[src/rtl/core/ptrs_pkg.sv]
// ptrs_pkg: shared types and codes for the periodic task release scheduler
// no dependencies
`timescale 1ns / 1ps
`default_nettype none
package ptrs_pkg;

  typedef enum logic [1:0] {
    OP_ADD   = 2'd0,
    OP_START = 2'd1,
    OP_STOP  = 2'd2,
    OP_TICK  = 2'd3
  } op_e;

  typedef enum logic [2:0] {
    KIND_ADDED    = 3'd0,
    KIND_QUEUED   = 3'd1,
    KIND_REJECTED = 3'd2,
    KIND_STARTED  = 3'd3,
    KIND_STOPPED  = 3'd4,
    KIND_NOT_DUE  = 3'd5,
    KIND_DISPATCH = 3'd6,
    KIND_CYC_END  = 3'd7
  } kind_e;

  typedef enum logic [3:0] {
    ST_IDLE,
    ST_SEED_RD,
    ST_SEED_WR,
    ST_DRAIN_RD,
    ST_DRAIN_WR,
    ST_SCAN_RD,
    ST_SCAN_CHK,
    ST_SCAN_MOD,
    ST_SCAN_WR,
    ST_CYC_END,
    ST_RESYNC,
    ST_EMIT
  } state_e;

  localparam int unsigned ResyncCycles = 5;

  // table and ring sizes, tied to the 4-bit slot and drop fields
  localparam int unsigned MaxTasks     = 16;
  localparam int unsigned PendingDepth = 8;

  // result item as it leaves the block
  typedef struct packed {
    logic        resynced;
    logic [3:0]  dropped_count;
    logic [31:0] late_ms;
    logic        overrun;
    logic [3:0]  task_slot;
    kind_e       kind;
    logic        last;
  } result_t;

  // request to the modulo unit
  typedef struct packed {
    logic        start;
    logic [31:0] dividend;
    logic [31:0] divisor;
  } mod_req_t;

endpackage
`default_nettype wire

[src/rtl/core/ptrs_mod.sv]
// ptrs_mod: bit-serial 32-bit unsigned remainder unit, one bit per cycle
// depends on ptrs_pkg
`timescale 1ns / 1ps
`default_nettype none
module ptrs_mod (
  input  wire              clk_i,
  input  wire              rst_ni,
  input  ptrs_pkg::mod_req_t req_i,
  output logic             done_o,
  output logic [31:0]      rem_o
);
  logic [31:0] num_q, num_d, div_q, div_d;
  logic [31:0] rem_q, rem_d;
  logic [5:0]  cnt_q, cnt_d;
  logic        busy_q, busy_d;
  logic [32:0] shifted, diff;

  always_comb begin
    num_d = num_q; div_d = div_q; rem_d = rem_q; cnt_d = cnt_q; busy_d = busy_q;
    shifted = {rem_q, num_q[31]};
    diff = shifted - {1'b0, div_q};
    if (req_i.start) begin
      num_d = req_i.dividend; div_d = req_i.divisor; rem_d = '0;
      cnt_d = 6'd0; busy_d = 1'b1;
    end else if (busy_q) begin
      // restoring step
      rem_d = (shifted >= {1'b0, div_q}) ? diff[31:0] : shifted[31:0];
      num_d = {num_q[30:0], 1'b0};
      cnt_d = cnt_q + 6'd1;
      if (cnt_q == 6'd31) busy_d = 1'b0;
    end
  end

  always_ff @(posedge clk_i or negedge rst_ni) begin
    if (!rst_ni) begin
      busy_q <= 1'b0; cnt_q <= '0;
    end else begin
      busy_q <= busy_d; cnt_q <= cnt_d;
    end
  end

  always_ff @(posedge clk_i) begin
    num_q <= num_d; div_q <= div_d; rem_q <= rem_d;
  end

  assign done_o = busy_q && (cnt_q == 6'd31);
  assign rem_o  = rem_d;
endmodule
`default_nettype wire

[src/rtl/core/periodic_task_release_scheduler_top.sv]
// periodic_task_release_scheduler_top: task table, pending ring and sequencer
// depends on ptrs_pkg and ptrs_mod
`timescale 1ns / 1ps
`default_nettype none
// usage:
//   s_axis carries one command transaction: op (add, start, stop, tick) with
//   period, phase and current time. m_axis returns the results of that
//   command, one transaction each, tlast on the final one. cfg_* writes the
//   base cycle length in milliseconds; write it only while the block is idle.
// sequencing:
//   one command at a time. add, stop, not-due and rejected commands answer
//   with one result in the cycle after acceptance. start walks the task
//   table, reading and rewriting each task. a due tick drains the pending
//   ring (read and write per entry), scans every task (read and check, and
//   for a released task the bit-serial modulo unit, then write-back and
//   dispatch), then gives the cycle-end result.
// the task table and the pending ring live in synchronous memories with a
// registered read port; entries are undefined until written and need no
// clearing pass. reset clears the control state: no tasks, stopped, ring
// empty, base 10. a stalled receiver holds the current result in the output
// register and the sequencer waits; no result is ever lost or repeated.
module periodic_task_release_scheduler_top (
  input  wire          clk_i,
  input  wire          rst_ni,
  input  wire          s_axis_tvalid_i,
  output logic         s_axis_tready_o,
  // op[1:0], period[33:2], phase[65:34], now_ms[97:66], zero fill
  input  wire  [103:0] s_axis_tdata_i,
  output logic         m_axis_tvalid_o,
  input  wire          m_axis_tready_i,
  // kind[2:0], task_slot[6:3], overrun[7], late_ms[39:8],
  // dropped_count[43:40], resynced[44], zero fill
  output logic [47:0]  m_axis_tdata_o,
  output logic         m_axis_tlast_o,
  input  wire          cfg_valid_i,
  output logic         cfg_ready_o,
  input  wire  [15:0]  cfg_data_i
);
  localparam int unsigned TW = $clog2(ptrs_pkg::MaxTasks);
  localparam int unsigned CW = $clog2(ptrs_pkg::MaxTasks + 1);
  localparam int unsigned PW = $clog2(ptrs_pkg::PendingDepth);
  localparam int unsigned RW = PW + 1;
  localparam logic [CW-1:0] MaxCnt = CW'(ptrs_pkg::MaxTasks);
  localparam logic [RW-1:0] Depth  = RW'(ptrs_pkg::PendingDepth);

  // memories
  logic [95:0] tbl_mem [ptrs_pkg::MaxTasks];      // {period, phase, last}
  logic [63:0] ring_mem [ptrs_pkg::PendingDepth]; // {period, phase}

  // control registers
  ptrs_pkg::state_e state_q, state_d;
  logic [15:0]   base_q;
  logic [CW-1:0] cnt_q, cnt_d;
  logic          run_q, run_d;
  logic [31:0]   start_q, start_d, due_q, due_d;
  logic [RW-1:0] head_q, head_d, tail_q, tail_d;
  logic [CW-1:0] idx_q, idx_d;
  logic [3:0]    drop_q, drop_d;
  logic          ovr_q, ovr_d;
  logic [31:0]   late_q, late_d;
  logic [31:0]   now_q, now_d;
  logic [31:0]   d_q, d_d;
  ptrs_pkg::state_e ret_q, ret_d;

  // output register
  logic               ovalid_q, ovalid_d;
  ptrs_pkg::result_t  res_q, res_d;

  // memory ports
  logic          tbl_we;  logic [TW-1:0] tbl_wa; logic [95:0] tbl_wd;
  logic [TW-1:0] tbl_ra;  logic [95:0] tbl_rd;
  logic          ring_we; logic [PW-1:0] ring_wa; logic [63:0] ring_wd;
  logic [PW-1:0] ring_ra; logic [63:0] ring_rd;

  always_ff @(posedge clk_i) begin
    if (tbl_we) tbl_mem[tbl_wa] <= tbl_wd;
    tbl_rd <= tbl_mem[tbl_ra];
    if (ring_we) ring_mem[ring_wa] <= ring_wd;
    ring_rd <= ring_mem[ring_ra];
  end

  // input fields
  logic [1:0]  in_op;
  logic [31:0] in_per, in_ph, in_now;
  assign in_op  = s_axis_tdata_i[1:0];
  assign in_per = s_axis_tdata_i[33:2];
  assign in_ph  = s_axis_tdata_i[65:34];
  assign in_now = s_axis_tdata_i[97:66];

  logic in_acc, out_free;
  assign out_free        = !ovalid_q || m_axis_tready_i;
  assign s_axis_tready_o = (state_q == ptrs_pkg::ST_IDLE) && out_free;
  assign in_acc          = s_axis_tvalid_i && s_axis_tready_o;
  assign cfg_ready_o     = 1'b1;

  // modulo unit
  ptrs_pkg::mod_req_t mreq;
  logic        mdone;
  logic [31:0] mrem;
  ptrs_mod u_mod (.clk_i(clk_i), .rst_ni(rst_ni), .req_i(mreq), .done_o(mdone),
                  .rem_o(mrem));

  logic [RW-1:0] ring_cnt;
  assign ring_cnt = tail_q - head_q;

  logic [31:0] base32, lag, due_nx;
  assign base32 = {16'd0, base_q};
  assign due_nx = due_q + base32;
  assign lag    = now_q - due_q;

  logic [31:0] rd_per, rd_ph, rd_last, late_in;
  assign rd_per  = tbl_rd[95:64];
  assign rd_ph   = tbl_rd[63:32];
  assign rd_last = tbl_rd[31:0];
  assign late_in = in_now - due_q;

  // task release test and resync test
  logic scan_due, do_resync;
  assign scan_due  = (rd_per != '0) && ((now_q - start_q) >= rd_ph) &&
                     ((now_q - rd_last) >= rd_per);
  assign do_resync = (lag != '0) && !lag[31] &&
                     ({3'd0, lag} > 35'(ptrs_pkg::ResyncCycles) * {19'd0, base_q});

  function automatic ptrs_pkg::result_t mk(ptrs_pkg::kind_e k, logic lst);
    ptrs_pkg::result_t r;
    r = '0;
    r.kind = k;
    r.last = lst;
    return r;
  endfunction

  // next state
  always_comb begin
    state_d = state_q; ret_d = ret_q;
    unique case (state_q)
      ptrs_pkg::ST_IDLE: begin
        if (in_acc) begin
          if (in_op == ptrs_pkg::OP_START && !run_q) begin
            state_d = ptrs_pkg::ST_SEED_RD;
          end else if (in_op == ptrs_pkg::OP_TICK && run_q && !late_in[31]) begin
            state_d = ptrs_pkg::ST_DRAIN_RD;
          end
        end
      end
      ptrs_pkg::ST_SEED_RD: begin
        if (idx_q >= cnt_q) begin
          state_d = ptrs_pkg::ST_EMIT;
          ret_d = ptrs_pkg::ST_IDLE;
        end else begin
          state_d = ptrs_pkg::ST_SEED_WR;
        end
      end
      ptrs_pkg::ST_SEED_WR: state_d = ptrs_pkg::ST_SEED_RD;
      ptrs_pkg::ST_DRAIN_RD: begin
        if (ring_cnt == '0) state_d = ptrs_pkg::ST_SCAN_RD;
        else state_d = ptrs_pkg::ST_DRAIN_WR;
      end
      ptrs_pkg::ST_DRAIN_WR: state_d = ptrs_pkg::ST_DRAIN_RD;
      ptrs_pkg::ST_SCAN_RD: begin
        if (idx_q >= cnt_q) state_d = ptrs_pkg::ST_CYC_END;
        else state_d = ptrs_pkg::ST_SCAN_CHK;
      end
      ptrs_pkg::ST_SCAN_CHK: begin
        if (scan_due) state_d = ptrs_pkg::ST_SCAN_MOD;
        else state_d = ptrs_pkg::ST_SCAN_RD;
      end
      ptrs_pkg::ST_SCAN_MOD: begin
        if (mdone) state_d = ptrs_pkg::ST_SCAN_WR;
      end
      // wait until the output register is free before loading a result
      ptrs_pkg::ST_SCAN_WR: begin
        if (out_free) begin
          ret_d = ptrs_pkg::ST_SCAN_RD;
          state_d = ptrs_pkg::ST_EMIT;
        end
      end
      ptrs_pkg::ST_CYC_END: state_d = ptrs_pkg::ST_RESYNC;
      ptrs_pkg::ST_RESYNC: begin
        if (out_free) begin
          ret_d = ptrs_pkg::ST_IDLE;
          state_d = ptrs_pkg::ST_EMIT;
        end
      end
      ptrs_pkg::ST_EMIT: begin
        if (out_free) state_d = ret_q;
      end
      default: state_d = ptrs_pkg::ST_IDLE;
    endcase
  end

  // datapath and outputs
  always_comb begin
    cnt_d = cnt_q; run_d = run_q; start_d = start_q;
    due_d = due_q; head_d = head_q; tail_d = tail_q; idx_d = idx_q;
    drop_d = drop_q; ovr_d = ovr_q; late_d = late_q; now_d = now_q;
    d_d = d_q;
    ovalid_d = ovalid_q && !m_axis_tready_i; res_d = res_q;
    tbl_we = 1'b0; tbl_wa = idx_q[TW-1:0]; tbl_wd = '0; tbl_ra = idx_q[TW-1:0];
    ring_we = 1'b0; ring_wa = tail_q[PW-1:0]; ring_wd = {in_per, in_ph};
    ring_ra = head_q[PW-1:0];
    mreq = '0;
    unique case (state_q)
      ptrs_pkg::ST_IDLE: begin
        if (in_acc) begin
          ovalid_d = 1'b1;
          res_d = mk(ptrs_pkg::KIND_REJECTED, 1'b1);
          now_d = in_now;
          unique case (ptrs_pkg::op_e'(in_op))
            ptrs_pkg::OP_ADD: begin
              if (in_per == '0) begin
              end else if (!run_q) begin
                if (cnt_q < MaxCnt) begin
                  tbl_we = 1'b1; tbl_wa = cnt_q[TW-1:0];
                  tbl_wd = {in_per, in_ph, 32'd0};
                  cnt_d = cnt_q + 1'b1;
                  res_d.kind = ptrs_pkg::KIND_ADDED;
                end
              end else if (ring_cnt < Depth) begin
                ring_we = 1'b1;
                tail_d = tail_q + 1'b1;
                res_d.kind = ptrs_pkg::KIND_QUEUED;
              end
            end
            ptrs_pkg::OP_START: begin
              if (!run_q) begin
                run_d = 1'b1; start_d = in_now; due_d = in_now + base32;
                idx_d = '0; ovalid_d = 1'b0;
              end
            end
            ptrs_pkg::OP_STOP: begin
              run_d = 1'b0;
              res_d.kind = ptrs_pkg::KIND_STOPPED;
            end
            default: begin
              if (!run_q) begin
              end else if (late_in[31]) begin
                res_d.kind = ptrs_pkg::KIND_NOT_DUE;
              end else begin
                ovalid_d = 1'b0;
                late_d = late_in; ovr_d = late_in > base32; drop_d = '0;
              end
            end
          endcase
        end
      end
      // start: last = now + phase - period per task
      ptrs_pkg::ST_SEED_RD: begin
        if (idx_q >= cnt_q) begin
          res_d = mk(ptrs_pkg::KIND_STARTED, 1'b1);
        end
      end
      ptrs_pkg::ST_SEED_WR: begin
        tbl_we = 1'b1;
        tbl_wd = {rd_per, rd_ph, now_q + rd_ph - rd_per};
        idx_d = idx_q + 1'b1;
      end
      // tick: move pending adds into the table, counting those that do not fit as dropped
      ptrs_pkg::ST_DRAIN_RD: begin
        if (ring_cnt == '0) idx_d = '0;
      end
      ptrs_pkg::ST_DRAIN_WR: begin
        if (cnt_q < MaxCnt) begin
          tbl_we = 1'b1; tbl_wa = cnt_q[TW-1:0];
          tbl_wd = {ring_rd, 32'd0};
          cnt_d = cnt_q + 1'b1;
        end else begin
          drop_d = drop_q + 1'b1;
        end
        head_d = head_q + 1'b1;
      end
      // tick: release due tasks
      ptrs_pkg::ST_SCAN_RD: begin
      end
      ptrs_pkg::ST_SCAN_CHK: begin
        d_d = now_q - rd_last;
        if (scan_due) begin
          mreq.start = 1'b1; mreq.dividend = now_q - rd_last; mreq.divisor = rd_per;
        end else begin
          idx_d = idx_q + 1'b1;
        end
      end
      ptrs_pkg::ST_SCAN_MOD: begin
        if (mdone) d_d = mrem;
      end
      ptrs_pkg::ST_SCAN_WR: begin
        if (out_free) begin
          tbl_we = 1'b1;
          tbl_wd = {rd_per, rd_ph, now_q - d_q};
          res_d = mk(ptrs_pkg::KIND_DISPATCH, 1'b0);
          res_d.task_slot = 4'(idx_q);
          idx_d = idx_q + 1'b1;
        end
      end
      ptrs_pkg::ST_CYC_END: begin
        due_d = due_nx;
      end
      ptrs_pkg::ST_RESYNC: begin
        if (out_free) begin
          res_d = mk(ptrs_pkg::KIND_CYC_END, 1'b1);
          res_d.overrun = ovr_q; res_d.late_ms = late_q; res_d.dropped_count = drop_q;
          if (do_resync) begin
            due_d = now_q + base32;
            res_d.resynced = 1'b1;
          end
        end
      end
      ptrs_pkg::ST_EMIT: begin
        if (out_free) ovalid_d = 1'b1;
      end
      default: begin
      end
    endcase
  end

  always_ff @(posedge clk_i or negedge rst_ni) begin
    if (!rst_ni) begin
      state_q <= ptrs_pkg::ST_IDLE; ret_q <= ptrs_pkg::ST_IDLE;
      base_q <= 16'd10; cnt_q <= '0; run_q <= 1'b0; start_q <= '0; due_q <= '0;
      head_q <= '0; tail_q <= '0; ovalid_q <= 1'b0;
    end else begin
      state_q <= state_d; ret_q <= ret_d;
      if (cfg_valid_i) base_q <= cfg_data_i;
      cnt_q <= cnt_d; run_q <= run_d; start_q <= start_d; due_q <= due_d;
      head_q <= head_d; tail_q <= tail_d; ovalid_q <= ovalid_d;
    end
  end

  always_ff @(posedge clk_i) begin
    idx_q <= idx_d; drop_q <= drop_d; ovr_q <= ovr_d; late_q <= late_d;
    now_q <= now_d; d_q <= d_d; res_q <= res_d;
  end

  assign m_axis_tvalid_o = ovalid_q;
  assign m_axis_tlast_o  = res_q.last;
  assign m_axis_tdata_o  = {3'd0, res_q.resynced, res_q.dropped_count, res_q.late_ms,
                            res_q.overrun, res_q.task_slot, res_q.kind};
endmodule
`default_nettype wire

[config.mk]
export PLATFORM = sky130hd
export DESIGN_NAME = periodic_task_release_scheduler_top
export DESIGN_NICKNAME = d
export VERILOG_FILES = /design/src/rtl/core/ptrs_pkg.sv /design/src/rtl/core/ptrs_mod.sv /design/src/rtl/core/periodic_task_release_scheduler_top.sv
export SDC_FILE = /design/constraint.sdc
export NUM_CORES = 2
export LEC_CHECK = 0
export BUFFER_PORTS_ARGS = -buffer_cell sky130_fd_sc_hd__buf_2
export CAP_MARGIN = 20
export CORE_UTILIZATION = 60
export DETAILED_ROUTE_END_ITERATION = 10
export GPL_ROUTABILITY_DRIVEN = 0
export PLACE_DENSITY = 0.81
export SLEW_MARGIN = 20
export SYNTH_ARGS = -nofsm -noshare
export SYNTH_HDL_FRONTEND = slang
export SYNTH_SLANG_ARGS = --single-unit
[constraint.sdc]
create_clock -name clk_i -period 18.4 [get_ports clk_i]
set_input_delay 3.68 -clock clk_i [delete_from_list [all_inputs] [get_ports clk_i]]
set_output_delay 3.68 -clock clk_i [all_outputs]
set_load 0.05 [all_outputs]
# Yosys cells after proc, flatten, opt, wreduce, memory -nomap -nowiden
# Memories as Yosys holds them, arrays and structs flattened. A register that Yosys moved wholly into a read port is not among the register bits.
# Index checks and enable logic that the tools add are counted.
# word_totals
register_bits	357
latch_bits	0
ramBits	2048
mem_bits_ro	0
in_bits	125
output_inout_bits	52
wordCells	249
memories	2
# op_classes
n_addsub	18
multipliers	1
div	0
n_lt_le_gt_ge	8
eq_ne	34
n_shift	0
muxes	106
bitwise	4
n_reduce_logical	48
# mem_list
memory	depth	word_bits	rd	rd_clocked_by_memory_dff	write_ports	line	source
tbl_mem	16	96	1	1	1	periodic_task_release_scheduler_top.sv:47	logic [95:0] tbl_mem [ptrs_pkg::MaxTasks];
ring_mem	8	64	1	1	1	periodic_task_release_scheduler_top.sv:48	logic [63:0] ring_mem [ptrs_pkg::PendingDepth];
# ops
operator	count
96-bit 2-to-1 mux	7
96-bit one-hot mux with 4 select lines	1
32-bit 2-to-1 mux	11
32-bit subtractor	7
46-bit 2-to-1 mux	4
46-bit one-hot mux with 4 select lines	1
65-bit 2-to-1 mux	2
32-bit by 16-bit adder with 32-bit output	3
32-bit one-hot mux with 3 select lines	1
4-bit 2-to-1 mux	21
32-bit greater-or-equal comparator	2
32-bit one-hot mux with 2 select lines	1
32-bit nonzero test	2
5-bit 2-to-1 mux	11
4-bit one-hot mux with 11 select lines	1
33-bit by 32-bit greater-or-equal comparator with 1-bit output	1
32-bit adder	1
32-bit by 16-bit > comparator with 1-bit output	1
32-bit by 19-bit > comparator with 1-bit output	1
32-bit logical NOT	1
2-bit inequality test, second input constant	15
1-bit 2-to-1 mux	26
5-bit one-hot mux with 5 select lines	1
5-bit AND reduction	4
other kinds (43)	93

# Depth between registers and ports, before layout
# logic_depth
depth_word	10
depth_mapped	28
mapped_depth_nobuf	26

# Cells and area by module
# A second synthesis with hierarchy kept.
# unflattened
cells_unflattened	7060
hier_area_um2	113256.1
# modules_own_cells
module	n_inst	cells_per_inst	area_each_um2	seq_area_each_um2
periodic_task_release_scheduler_top	1	6486	107285.4	71711.3
ptrs_mod	1	574	5970.7	2737.6

# Worst setup path before layout
# OpenSTA, ideal clock, no wires.
# synth_path
path_type	in2reg
from	input s_axis_tdata_i[0]
to	memory ring_mem[1][0], enable pin
setup_ns	0.644
arrival_time_ns	10.761
t_required_ns	17.756
setup_slack_ns	6.996
cell_stages	7
path_buffers	0
path_cell_list	inv_1 > ha_1 > o21ai_0 > or2_2 > nor2_1 > nand2_1 > nor4_1
# synth_between
elab_chain_len	6
# synth_lines
element	line	source
start: declaration	periodic_task_release_scheduler_top.sv:28	input wire [103:0] s_axis_tdata_i,
2-bit logical NOT	periodic_task_release_scheduler_top.sv:208	unique case (ptrs_pkg::op_e'(in_op))
1-bit 2-to-1 mux	periodic_task_release_scheduler_top.sv:208	
1-bit 2-to-1 mux	periodic_task_release_scheduler_top.sv:204	if (in_acc) begin
1-bit 2-to-1 mux	periodic_task_release_scheduler_top.sv:202	unique case (state_q)
1-bit 2-to-1 mux	periodic_task_release_scheduler_top.sv:78	if (ring_we) ring_mem[ring_wa] <= ring_wd;
1-bit 2-to-1 mux (not written as such)	periodic_task_release_scheduler_top.sv:78	
end: declaration	periodic_task_release_scheduler_top.sv:48	
# No other way between the ends.

# Worst setup path in the final report
# layout_path
from	input s_axis_tdata_i[6]
to	memory tbl_mem[6][12], enable pin
# layout_between
elab_chain_len	7
elab_cells_between_ends	11
classes_between	10 x mux; 1 x reduce/logical
# layout_lines
element	line	source
32-bit logical NOT (*)	periodic_task_release_scheduler_top.sv:210	if (in_per == '0) begin
1-bit 2-to-1 mux	periodic_task_release_scheduler_top.sv:210	
1-bit 2-to-1 mux	periodic_task_release_scheduler_top.sv:208	
1-bit 2-to-1 mux	periodic_task_release_scheduler_top.sv:204	
1-bit one-hot mux with 4 select lines	periodic_task_release_scheduler_top.sv:202	
1-bit 2-to-1 mux	periodic_task_release_scheduler_top.sv:76	if (tbl_we) tbl_mem[tbl_wa] <= tbl_wd;
1-bit 2-to-1 mux (not written as such)	periodic_task_release_scheduler_top.sv:76	
end: declaration	periodic_task_release_scheduler_top.sv:47	
# Mark *: on every way between the ends. The rest lies on a longest branch, timed or not.

==> flow_summary.json <==
{
  "status": "finished, final reports clean",
  "firstDrtPassIters": 11,
  "synth_top_cell_by_area": "edfxtp_1",
  "fin_area_sq_mm": 0.125,
  "hpwl_mm": 186,
  "final_nets": 7673,
  "clk_latency_ps": 950,
  "cts_tree": "yes",
  "place_inst": 9366,
  "boundaryPins": 177,
  "cts_sinks": 2561,
  "die_w_microns": 435,
  "end_kind": "flop",
  "leakage_nw": 41.1,
  "period_share_pct": 48.8,
  "clk_pin_slew_worst_paths_ps": 60,
  "postSynthAreaPerCell_sq_um": 16.3,
  "ir_drop_mv": 0.110,
  "netlist.area_leader.share_pct": 60.5,
  "ys_top_cells_by_area": "edfxtp_1 61%, mux4_2 12%, ha_1 4.2%",
  "hold_violations": 0,
  "area_growth_pct": 11.2,
  "holdWs_ps": 510,
  "worst_clock_skew_ps": 131,
  "grt_pass1_vias": 66742,
  "yosys_warnings": 0,
  "drc": 0,
  "tightest_slew_ps": 1480,
  "path_class": "input port to flop",
  "dpl_worst_slack_ps": 8800,
  "grtUsageTotal_pct": 34.1,
  "numPortBuffers": 165,
  "num_vias": 68117,
  "rows": 158,
  "final-setup-viol-count": 0,
  "path_max_fanout": 49,
  "ys_seq_area_share_pct": 66.3,
  "synth_edf_count": 2262,
  "grt_pass1_wl_mm": 459,
  "setup_ws_ps": 9420,
  "slew_viol_final": 0,
  "synthDistinctLibCells": 86,
  "fp.dieH_microns": 435,
  "arrival_ps": 9480,
  "finalCriticalPeriod_ps": 8980,
  "hold_class": "flop to flop",
  "cts_root_buffer": "clkbuf_16",
  "clock_path_buffers": 3,
  "start_util_pct": 60.5,
  "n_fill_cell": 11246,
  "coreArea_sq_mm": 0.186,
  "ctsResizeCount": 0,
  "die-area_sq_mm": 0.189,
  "instances_no_fill": 9856,
  "powerDensity_mw_per_mm2": 94.2,
  "netlist_instances": 6869,
  "gr-total-overflow": 0,
  "drtIter0Drc": 10501,
  "maxCapViolations": 0,
  "cp_data_required_time_ps": 18890,
  "synth_most_common_cell": "edfxtp_1",
  "synth.top_cells.by_count": "2,262 x edfxtp_1, 608 x mux4_2, 471 x inv_1",
  "routed_wl_mm": 323,
  "h-tree-depth": 4,
  "drive_above_1_share_pct": 20.1,
  "viasPerCell": 6.91,
  "numCtsBuffers": 234,
  "wl_per_cell_microns": 32.8,
  "synthArstFlopShare_pct": 4.18,
  "rsz0062_at_grt": "no",
  "crit_path_start_kind": "input port",
  "timing.fmax_ghz": 0.111,
  "antenna_found_initial": 35,
  "cts_hold_buf": 0,
  "setup_tns_ps": 0,
  "synth_area_sq_mm": 0.112,
  "grt_max_degree": 118,
  "max_slew_margin_pct": 1.21,
  "yosys_register_bits": 2561,
  "ys.flop_type": "edfxtp_1",
  "final_antenna_net_count": 0,
  "post_cts_buffers": 0,
  "placed_area_sq_mm": 0.116
}
==> registers in the layout, indices dropped and copies added (netlist names), 31 cells and up <==
signal          cells
d_q                32
due_q              32
late_q             31
m_axis_tdata_o     44
now_q              32
ring_mem          512
ring_rd            64
start_q            32
tbl_mem          1536
tbl_rd             96
u_mod.div_q        32
u_mod.num_q        32
u_mod.rem_q        32
==> per-stage QoR <==
step / util [%] / total power, W
final: 67.2 / 0.0118
after global routing: 67.2 / 0.0120
after CTS: 67.1 / 0.0118
after detailed placement: 62.7 / 0.00669
after global placement: 62.7 / 0.00668
after floorplan: - / 0.00659
==> final timing paths <==
kind	start	end	slack, ps	cells after the start
worst max-delay path	s_axis_tdata_i[6]	tbl_mem[6][12]$_DFFE_PP_	9420	12
worst min-delay path	start_q[14]$_DFFE_PN0P_	start_q[14]$_DFFE_PN0P_	510	1
worst max register to register	now_q[0]$_DFFE_PP_	d_q[16]$_DFFE_PP_	10430	24
worst min register to register	start_q[14]$_DFFE_PN0P_	start_q[14]$_DFFE_PN0P_	510	1
max in group asynchronous	rst_ni	head_q[0]$_DFFE_PN0P_	14270	2
min in group asynchronous	rst_ni	base_q[5]$_DFFE_PN0P_	2790	1
==> cells in the final DEF (no fill, tap or decap), types with 60 or more instances in the layout <==
cell type	instances
buf_2	167
xor2_1	97
o21ai_0	183
a21oi_1	279
a21o_1	107
inv_1	470
buf_4	123
ha_1	381
a211oi_1	61
a222oi_1	64
nand2_1	384
dfrtp_1	99
nand3_1	60
edfxtp_1	2262
nor2_1	253
mux4_2	608
dfxtp_1	192
mux2_2	90
clkbuf_16	234
xnor2_1	146
==> kinds of logic after synthesis <==
| group | synth area share (%) |
|---|---|
| muxes | 13.5 |
| buffers and inverters | 2.54 |
| other | 0.00669 |
| xor gates and xnor gates | 1.90 |
| DFF | 66.3 |
| and+or+nand+nor | 4.57 |
| adders and majority gates | 4.94 |
| AOI/OAI and AO/OA | 6.26 |
==> layout make-up <==
type	count	area (sq um)	area share [%]
inverters	471	1770	1.42
diodes	34	85.1	0.0682
flip-flops and latches	2561	74500	59.7
well taps	2480	3100	2.49
multi-input cells	3560	35300	28.3
clock buffers	292	6240	5.00
repair buffers	300	1910	1.53
clock inverters	158	1930	1.55
==> report_power, final <==
group / switching (W) / total (W) / internal (W)
clock network: 0.00230 / 0.00519 / 0.00289
logic: 0.000188 / 0.000303 / 0.000115
registers: 0.00000957 / 0.00627 / 0.00626
total: 0.00249 / 0.0118 / 0.00927
==> layer usage <==
| layer | global-route usage, % | part of all wire (%) | vias to the layer above |
|---|---|---|---|
| li1 | - | - | 27463 |
| met1 | 44.6 | 34 | 33918 |
| met2 | 51.2 | 45 | 5650 |
| met3 | 9.96 | 14 | 1074 |
| met4 | 20.2 | 6.8 | 12 |
| met5 | 0 | 0.028 | - |
==> critical path: stages <==
cell and delay (ps):
buf_2 180, nor4_1 630, nand4_1 580, o21ai_0 420, nand2b_1 260, a21oi_1 100, buf_4 210, a21oi_1 460
nand2b_1 370, nor2_4 830, buf_4 960, buf_4 680
(Power assumes the default switching activity.)
